### src/rtl/i2cm_pkg.sv
// shared constants for the i2c master bit engine: op codes, status codes,
// phase codes and beat layout widths. no dependencies
`default_nettype none

package i2cm_pkg;

  // op codes carried in each input beat
  localparam logic [2:0] OP_TICK  = 3'd0;
  localparam logic [2:0] OP_START = 3'd1;
  localparam logic [2:0] OP_STOP  = 3'd2;
  localparam logic [2:0] OP_WRITE = 3'd3;
  localparam logic [2:0] OP_RDACK = 3'd4;
  localparam logic [2:0] OP_RDNAK = 3'd5;

  // status codes
  localparam logic [1:0] ST_OK   = 2'd0;
  localparam logic [1:0] ST_BUSY = 2'd1;
  localparam logic [1:0] ST_ERR  = 2'd2;
  localparam logic [1:0] ST_NACK = 2'd3;

  // phase codes
  localparam logic [4:0] PH_IDLE  = 5'd0;
  localparam logic [4:0] PH_ST_A  = 5'd1;
  localparam logic [4:0] PH_ST_B  = 5'd2;
  localparam logic [4:0] PH_ST_C  = 5'd3;
  localparam logic [4:0] PH_ST_D  = 5'd4;
  localparam logic [4:0] PH_SP_A  = 5'd5;
  localparam logic [4:0] PH_SP_B  = 5'd6;
  localparam logic [4:0] PH_SP_C  = 5'd7;
  localparam logic [4:0] PH_WR_D  = 5'd8;
  localparam logic [4:0] PH_WR_H  = 5'd9;
  localparam logic [4:0] PH_WR_L  = 5'd10;
  localparam logic [4:0] PH_WR_AR = 5'd11;
  localparam logic [4:0] PH_WR_AH = 5'd12;
  localparam logic [4:0] PH_RD_H  = 5'd13;
  localparam logic [4:0] PH_RD_L  = 5'd14;
  localparam logic [4:0] PH_RD_K  = 5'd15;
  localparam logic [4:0] PH_RD_KH = 5'd16;
  localparam logic [4:0] PH_RD_KL = 5'd17;

  localparam int unsigned TICK_W = 16;
  localparam int unsigned IN_W   = 16;
  localparam int unsigned OUT_W  = 16;

  // one result beat
  typedef struct packed {
    logic       cmd_rejected;
    logic [7:0] rx_byte;
    logic [1:0] status;
    logic       done_res;
    logic       busy_res;
    logic       sda_drive;
    logic       scl_drive;
  } result_t;

endpackage

`default_nettype wire

### src/rtl/i2c_master_bit_engine.sv
// i2c master bit engine top level: one tick per input beat, one result per beat
// depends on i2cm_pkg
// a result beat is registered and appears in the cycle after its input beat is accepted
// throughput: one beat per cycle while each result is taken; the output register frees up as it is taken
// the phase state advances in the same cycle a beat is accepted
// reset: phase idle, both lines released, status and rx byte zero,
// phase_ticks 1, no result pending
`default_nettype none

module i2c_master_bit_engine (
  input  wire logic                          clk,
  input  wire logic                          rst,
  input  wire logic                          cfg_we,
  input  wire logic [i2cm_pkg::TICK_W-1:0]   cfg_wdata,
  input  wire logic                          s_axis_tvalid,
  output logic                               s_axis_tready,
  // op [2:0], tx_byte [10:3], sda_in [11], zero [15:12]
  input  wire logic [i2cm_pkg::IN_W-1:0]     s_axis_tdata,
  output logic                               m_axis_tvalid,
  input  wire logic                          m_axis_tready,
  // scl_drive [0], sda_drive [1], busy_res [2], done_res [3], status [5:4],
  // rx_byte [13:6], cmd_rejected [14], zero [15]
  output logic [i2cm_pkg::OUT_W-1:0]         m_axis_tdata
);

  logic [15:0] phase_ticks;
  logic [4:0]  phase, phase_next;
  logic [2:0]  active_cmd, active_cmd_next;
  logic [2:0]  bit_count, bit_count_next;
  logic [7:0]  shift_reg, shift_reg_next;
  logic [15:0] wait_count, wait_count_next;
  logic        scl_level, scl_level_next;
  logic        sda_level, sda_level_next;
  logic [1:0]  last_status, last_status_next;
  logic [7:0]  rx_hold, rx_hold_next;
  logic        done, rejected;
  logic        do_enter;
  logic [4:0]  enter_ph;
  logic [15:0] wc_dec;
  logic [15:0] load_ticks;
  logic [2:0]  op;
  logic [7:0]  tx;
  logic        sda;
  logic        is_cmd;
  logic        accept;
  i2cm_pkg::result_t res;
  i2cm_pkg::result_t res_q;

  assign op  = s_axis_tdata[2:0];
  assign tx  = s_axis_tdata[10:3];
  assign sda = s_axis_tdata[11];
  assign is_cmd = (op >= i2cm_pkg::OP_START) && (op <= i2cm_pkg::OP_RDNAK);

  assign s_axis_tready = !m_axis_tvalid || m_axis_tready;
  assign accept        = s_axis_tvalid && s_axis_tready;
  assign load_ticks    = (phase_ticks == 16'd0) ? 16'd1 : phase_ticks;
  assign wc_dec        = (wait_count != 16'd0) ? wait_count - 16'd1 : 16'd0;

  always_comb begin
    phase_next       = phase;
    active_cmd_next  = active_cmd;
    bit_count_next   = bit_count;
    shift_reg_next   = shift_reg;
    wait_count_next  = wait_count;
    scl_level_next   = scl_level;
    sda_level_next   = sda_level;
    last_status_next = last_status;
    rx_hold_next     = rx_hold;
    done             = 1'b0;
    rejected         = 1'b0;
    do_enter         = 1'b0;
    enter_ph         = i2cm_pkg::PH_IDLE;

    if (phase == i2cm_pkg::PH_IDLE) begin
      if (is_cmd) begin
        active_cmd_next = op;
        bit_count_next  = 3'd0;
        do_enter        = 1'b1;
        priority if (op == i2cm_pkg::OP_START) begin
          enter_ph = i2cm_pkg::PH_ST_A;
        end else if (op == i2cm_pkg::OP_STOP) begin
          enter_ph = i2cm_pkg::PH_SP_A;
        end else if (op == i2cm_pkg::OP_WRITE) begin
          shift_reg_next = tx;
          enter_ph       = i2cm_pkg::PH_WR_D;
        end else begin
          shift_reg_next = 8'd0;
          enter_ph       = i2cm_pkg::PH_RD_H;
        end
      end
    end else begin
      rejected        = is_cmd;
      wait_count_next = wc_dec;
      if (wc_dec == 16'd0) begin
        do_enter = 1'b1;
        unique case (phase)
          i2cm_pkg::PH_ST_A: enter_ph = i2cm_pkg::PH_ST_B;
          i2cm_pkg::PH_ST_B: begin
            if (!sda) begin
              do_enter         = 1'b0;
              done             = 1'b1;
              last_status_next = i2cm_pkg::ST_BUSY;
            end else begin
              enter_ph = i2cm_pkg::PH_ST_C;
            end
          end
          i2cm_pkg::PH_ST_C: enter_ph = i2cm_pkg::PH_ST_D;
          i2cm_pkg::PH_ST_D: begin
            do_enter         = 1'b0;
            done             = 1'b1;
            last_status_next = sda ? i2cm_pkg::ST_ERR : i2cm_pkg::ST_OK;
          end
          i2cm_pkg::PH_SP_A: enter_ph = i2cm_pkg::PH_SP_B;
          i2cm_pkg::PH_SP_B: enter_ph = i2cm_pkg::PH_SP_C;
          i2cm_pkg::PH_WR_D: enter_ph = i2cm_pkg::PH_WR_H;
          i2cm_pkg::PH_WR_H: enter_ph = i2cm_pkg::PH_WR_L;
          i2cm_pkg::PH_WR_L: begin
            if (bit_count == 3'd7) begin
              enter_ph = i2cm_pkg::PH_WR_AR;
            end else begin
              bit_count_next = bit_count + 3'd1;
              enter_ph       = i2cm_pkg::PH_WR_D;
            end
          end
          i2cm_pkg::PH_WR_AR: enter_ph = i2cm_pkg::PH_WR_AH;
          i2cm_pkg::PH_WR_AH: begin
            do_enter         = 1'b0;
            done             = 1'b1;
            scl_level_next   = 1'b0;
            last_status_next = sda ? i2cm_pkg::ST_NACK : i2cm_pkg::ST_OK;
          end
          i2cm_pkg::PH_RD_H: begin
            shift_reg_next = {shift_reg[6:0], sda};
            enter_ph       = i2cm_pkg::PH_RD_L;
          end
          i2cm_pkg::PH_RD_L: begin
            if (bit_count == 3'd7) begin
              rx_hold_next = shift_reg;
              enter_ph     = i2cm_pkg::PH_RD_K;
            end else begin
              bit_count_next = bit_count + 3'd1;
              enter_ph       = i2cm_pkg::PH_RD_H;
            end
          end
          i2cm_pkg::PH_RD_K:  enter_ph = i2cm_pkg::PH_RD_KH;
          i2cm_pkg::PH_RD_KH: enter_ph = i2cm_pkg::PH_RD_KL;
          default: begin
            // end of stop or read sequence, and any stray code
            do_enter         = 1'b0;
            done             = 1'b1;
            last_status_next = i2cm_pkg::ST_OK;
          end
        endcase
        if (done) begin
          phase_next      = i2cm_pkg::PH_IDLE;
          wait_count_next = 16'd0;
        end
      end
    end

    // pin levels set on entry to a phase
    if (do_enter) begin
      phase_next      = enter_ph;
      wait_count_next = load_ticks;
      unique case (enter_ph)
        i2cm_pkg::PH_ST_A:  sda_level_next = 1'b1;
        i2cm_pkg::PH_ST_B:  scl_level_next = 1'b1;
        i2cm_pkg::PH_ST_C:  sda_level_next = 1'b0;
        i2cm_pkg::PH_ST_D:  scl_level_next = 1'b0;
        i2cm_pkg::PH_SP_A:  sda_level_next = 1'b0;
        i2cm_pkg::PH_SP_B:  scl_level_next = 1'b1;
        i2cm_pkg::PH_SP_C:  sda_level_next = 1'b1;
        i2cm_pkg::PH_WR_D: begin
          scl_level_next = 1'b0;
          sda_level_next = shift_reg_next[7];
          shift_reg_next = {shift_reg_next[6:0], 1'b0};
        end
        i2cm_pkg::PH_WR_H:  scl_level_next = 1'b1;
        i2cm_pkg::PH_WR_L:  scl_level_next = 1'b0;
        i2cm_pkg::PH_WR_AR: sda_level_next = 1'b1;
        i2cm_pkg::PH_WR_AH: scl_level_next = 1'b1;
        i2cm_pkg::PH_RD_H: begin
          sda_level_next = 1'b1;
          scl_level_next = 1'b1;
        end
        i2cm_pkg::PH_RD_L:  scl_level_next = 1'b0;
        i2cm_pkg::PH_RD_K:  sda_level_next = (active_cmd_next == i2cm_pkg::OP_RDNAK);
        i2cm_pkg::PH_RD_KH: scl_level_next = 1'b1;
        i2cm_pkg::PH_RD_KL: scl_level_next = 1'b0;
        default: ;
      endcase
    end

    res.scl_drive    = scl_level_next;
    res.sda_drive    = sda_level_next;
    res.busy_res     = (phase_next != i2cm_pkg::PH_IDLE);
    res.done_res     = done;
    res.status       = last_status_next;
    res.rx_byte      = rx_hold_next;
    res.cmd_rejected = rejected;
  end

  always_ff @(posedge clk) begin
    if (rst) begin
      phase_ticks <= 16'd1;
    end else if (cfg_we) begin
      phase_ticks <= cfg_wdata;
    end
  end

  always_ff @(posedge clk) begin
    if (rst) begin
      phase       <= i2cm_pkg::PH_IDLE;
      active_cmd  <= 3'd0;
      bit_count   <= 3'd0;
      shift_reg   <= 8'd0;
      wait_count  <= 16'd0;
      scl_level   <= 1'b1;
      sda_level   <= 1'b1;
      last_status <= i2cm_pkg::ST_OK;
      rx_hold     <= 8'd0;
    end else if (accept) begin
      phase       <= phase_next;
      active_cmd  <= active_cmd_next;
      bit_count   <= bit_count_next;
      shift_reg   <= shift_reg_next;
      wait_count  <= wait_count_next;
      scl_level   <= scl_level_next;
      sda_level   <= sda_level_next;
      last_status <= last_status_next;
      rx_hold     <= rx_hold_next;
    end
  end

  // output register, refilled whenever a beat is accepted
  always_ff @(posedge clk) begin
    if (rst) begin
      m_axis_tvalid <= 1'b0;
    end else if (accept) begin
      m_axis_tvalid <= 1'b1;
    end else if (m_axis_tready) begin
      m_axis_tvalid <= 1'b0;
    end
  end

  always_ff @(posedge clk) begin
    if (accept) begin
      res_q <= res;
    end
  end

  assign m_axis_tdata = {1'b0, res_q};

endmodule

`default_nettype wire

### config.mk
export PLATFORM = sky130hd
export DESIGN_NAME = i2c_master_bit_engine
export DESIGN_NICKNAME = d
export VERILOG_FILES = /design/src/rtl/i2cm_pkg.sv /design/src/rtl/i2c_master_bit_engine.sv
export SDC_FILE = /design/constraint.sdc
export NUM_CORES = 1
export LEC_CHECK = 0
export BUFFER_PORTS_ARGS = -buffer_cell sky130_fd_sc_hd__buf_2
export CAP_MARGIN = 20
export CORE_ASPECT_RATIO = 1.4
export CORE_MARGIN = 8
export CORE_UTILIZATION = 50
export CTS_BUF_LIST = sky130_fd_sc_hd__clkbuf_4
export DETAILED_ROUTE_END_ITERATION = 6
export GPL_ROUTABILITY_DRIVEN = 0
export PLACE_DENSITY = 0.73
export SLEW_MARGIN = 20
export SYNTH_ARGS = -nofsm -noshare
export SYNTH_HDL_FRONTEND = slang
export SYNTH_SLANG_ARGS = --single-unit
### constraint.sdc
create_clock -name clk -period 3.2 [get_ports clk]
set_clock_uncertainty 0.15 [all_clocks]
set_input_delay 0 -clock clk [delete_from_list [all_inputs] [get_ports clk]]
set_output_delay 0 -clock clk [all_outputs]
set_load 0.1 [all_outputs]
==> flow_summary.ini <==
[run_status]
outcome = finished clean

[place]
place_ws_ns = 0.0311
io_buffers = 49
placed_area_um2 = 5010
dp.final_hpwl_um = 9000
dp.cells = 682

[clock_tree]
cts.sinks = 79
clk_latency_ns = 0.47
numCtsBuffers = 9
clkTransAtPathRegs_ns = 0.13
htree_levels = 3
cts_buffer_depth = 2
tritoncts = built
cts-root-buf = clkbuf_4

[pwr]
swShare_pct = 39.0
p_per_area_nw_per_um2 = 526
p_sw_mw = 1.21
power_mw = 3.10
internal-power_mw = 1.89
p_seq_share_pct = 38.1
pwr-share-clk_pct = 23.2
vdd_drop_max_mv = 0.356
combinationalPowerShare_pct = 38.7
leakagePower_nw = 2.48

[route]
vias_per_cell = 6.07
drc = 0
drt_wl_total_um = 13700
via_count = 4644
dr.pass1.iters = 6
drtIter0Drc = 308
wl_per_cell_um = 17.9
postRouteAntennaNets = 0

[cells_and_area]
stdcell_area_um2 = 5900
multi_input_area_um2 = 2690
fin_nets = 694
n_antenna_cell = 0
final_cell_mix = dlygate4sd3_1, dfxtp_1, nor2_1
drive_above_1_share_pct = 19.9
register_area_um2 = 1730
fin_cells = 765
n_fill_cell = 723
area_growth_pct = 28.8
mostFrequentLayoutCell = dlygate4sd3_1
fin_util_pct = 65.7

[logic_synthesis]
synth_top_flop_cell = dfxtp_1
yosysSeqAreaShare_pct = 37.8
synth-seq-cells = 79
synth_top_area_share_pct = 28.0
synth_edf_count = 15
syn_nets = 573
ys_warn_count = 0
synth_largest_area_cell = dfxtp_1
syn_area_um2 = 4580
ys_async_sr_fraction_pct = 0
synth_area_per_cell_um2 = 8.61
syn_inst = 532
synth_area_leaders = dfxtp_1, edfxtp_1, mux2i_1, nor2_1, a21oi_1
synth_cell_types = 72

[sta]
maxSlewViolCount = 0
fin_crit_sh_pct = 96.3
layout_setup_ws_ns = 0.118
hold_viol = 0
fin_setup_tns_ns = 0
fmax_mhz = 325
fin_hold_ws_ns = 0.0667
setup_viol = 0
maxSlewHeadroom_pct = 45.8
finalCriticalPeriod_ns = 3.08
tightest_slew_ns = 0.812

[run]
drv_cap = 0

[floorplanning]
die_h_um = 129
die_x_um = 96.9
dieArea_um2 = 12500
start_util_pct = 51.0
io-pin-count = 55
coreArea_um2 = 8980
rows = 41

[setup_path]
crit_path_start = wait_count[0]
cp_slowest_cell = or4_4
cp.arrival_ns = 3.14
critical_path.max_stage_delay_ns = 0.57
worstRegToRegCells = 9
crit_path_cell_trace = buf_4 > or4_4 > o21ai_2 > nand3_1 > o32a_1 > or2_4 > o31a_1 > o311ai_2 > nand2_1
timing.critical_path.buf_inv = 1
start_kind = register
cp.required_ns = 3.26
cp_num_cells = 9
crit_family = compound AO/OA/AOI/OAI gates
endpoint_kind = register
criticalPathCategory = reg -> reg
critical_path.max_fanout = 5
rr_startpoint = wait_count[0]

[min_path]
hold_class = in -> reg
worstHoldStart = m_axis_tready
hold_depth = 6

[global_route]
track_usage_pct = 21.9
grt_max_degree = 47
grt_pass1_vias = 4592
grt-ovfl-total = 0
grt_pass1_wl_um = 22600
antenna_found_initial = 0
-- metal layers --
layer / share of wire [%] / global-route usage, % / vias up
met2: 51 / 39.1 / 195
met1: 38 / 22.9 / 2175
li1: - / - / 2224
met5: 0 / 0 / -
met3: 6.4 / 5.17 / 50
met4: 4.4 / 13.5 / 0
-- Yosys cell counts, types with 10 or more instances --
cell,number
o21ai_0,27
mux2i_1,31
clkbuf_1,25
nand2b_1,16
nor2_1,61
o31ai_1,10
a21oi_1,31
dfxtp_1,64
edfxtp_1,15
nor3_1,20
o211a_1,11
nand2_1,38
nand3_1,18
inv_1,13
-- cell families (layout without fill, tap and decap cells) --
group,Yosys count,in the layout,synth area share (%)
muxes,40,40,8.99
adders and majority gates,4,4,1.09
xor gates and xnor gates,4,4,0.765
buffers and inverters,48,174,4.73
and+or+nand+nor,209,209,23.7
DFF,79,79,37.8
AOI/OAI and AO/OA,147,147,22.8
other,1,1,0.0819
-- power groups by stage --
stage                     clock network, mW  registers (mW)  logic [mW]
after floorplan                           0            1.31       0.680
after global placement                    0            1.19        1.05
after detailed placement                  0            1.20        1.06
after CTS                             0.722            1.18        1.14
after global routing                  0.766            1.19        1.30
final                                 0.719            1.18        1.20
-- area by class of cell --
cell class              count  area share, %
multi-input cells         405           45.6
flip-flops and latches     79           29.4
repair buffers            145           19.1
well taps                 107           2.27
clock inverters             7           1.63
clock buffers               9           1.15
inverters                  13          0.827
-- path summary, 6_finish.rpt --
path | end | slack (ns)
hold reg to reg | bit_count[2] | 0.32
setup reg to reg | m_axis_tdata[1] | 0.12
setup / recovery | m_axis_tdata[1] | 0.12
hold / removal | shift_reg[0] | 0.07
-- worst reg2reg max path, delay by kind of cell (launching register included) --
family / cells / cell delay, ns
flip-flops: 1 / 0.34
buffers and inverters: 1 / 0.15
AO/OA/AOI/OAI: 4 / 1.16
AND/OR/NAND/NOR: 4 / 1.04
-- repair_timing --
item,in CTS,in global routing
setup endpoints to repair,1,34
endpoints found under the hold margin,43,0
gates resized for setup,1,11
setup buffers,0,3
pin swaps,0,3
hold buffers,64,0
(Power assumes the default switching activity.)
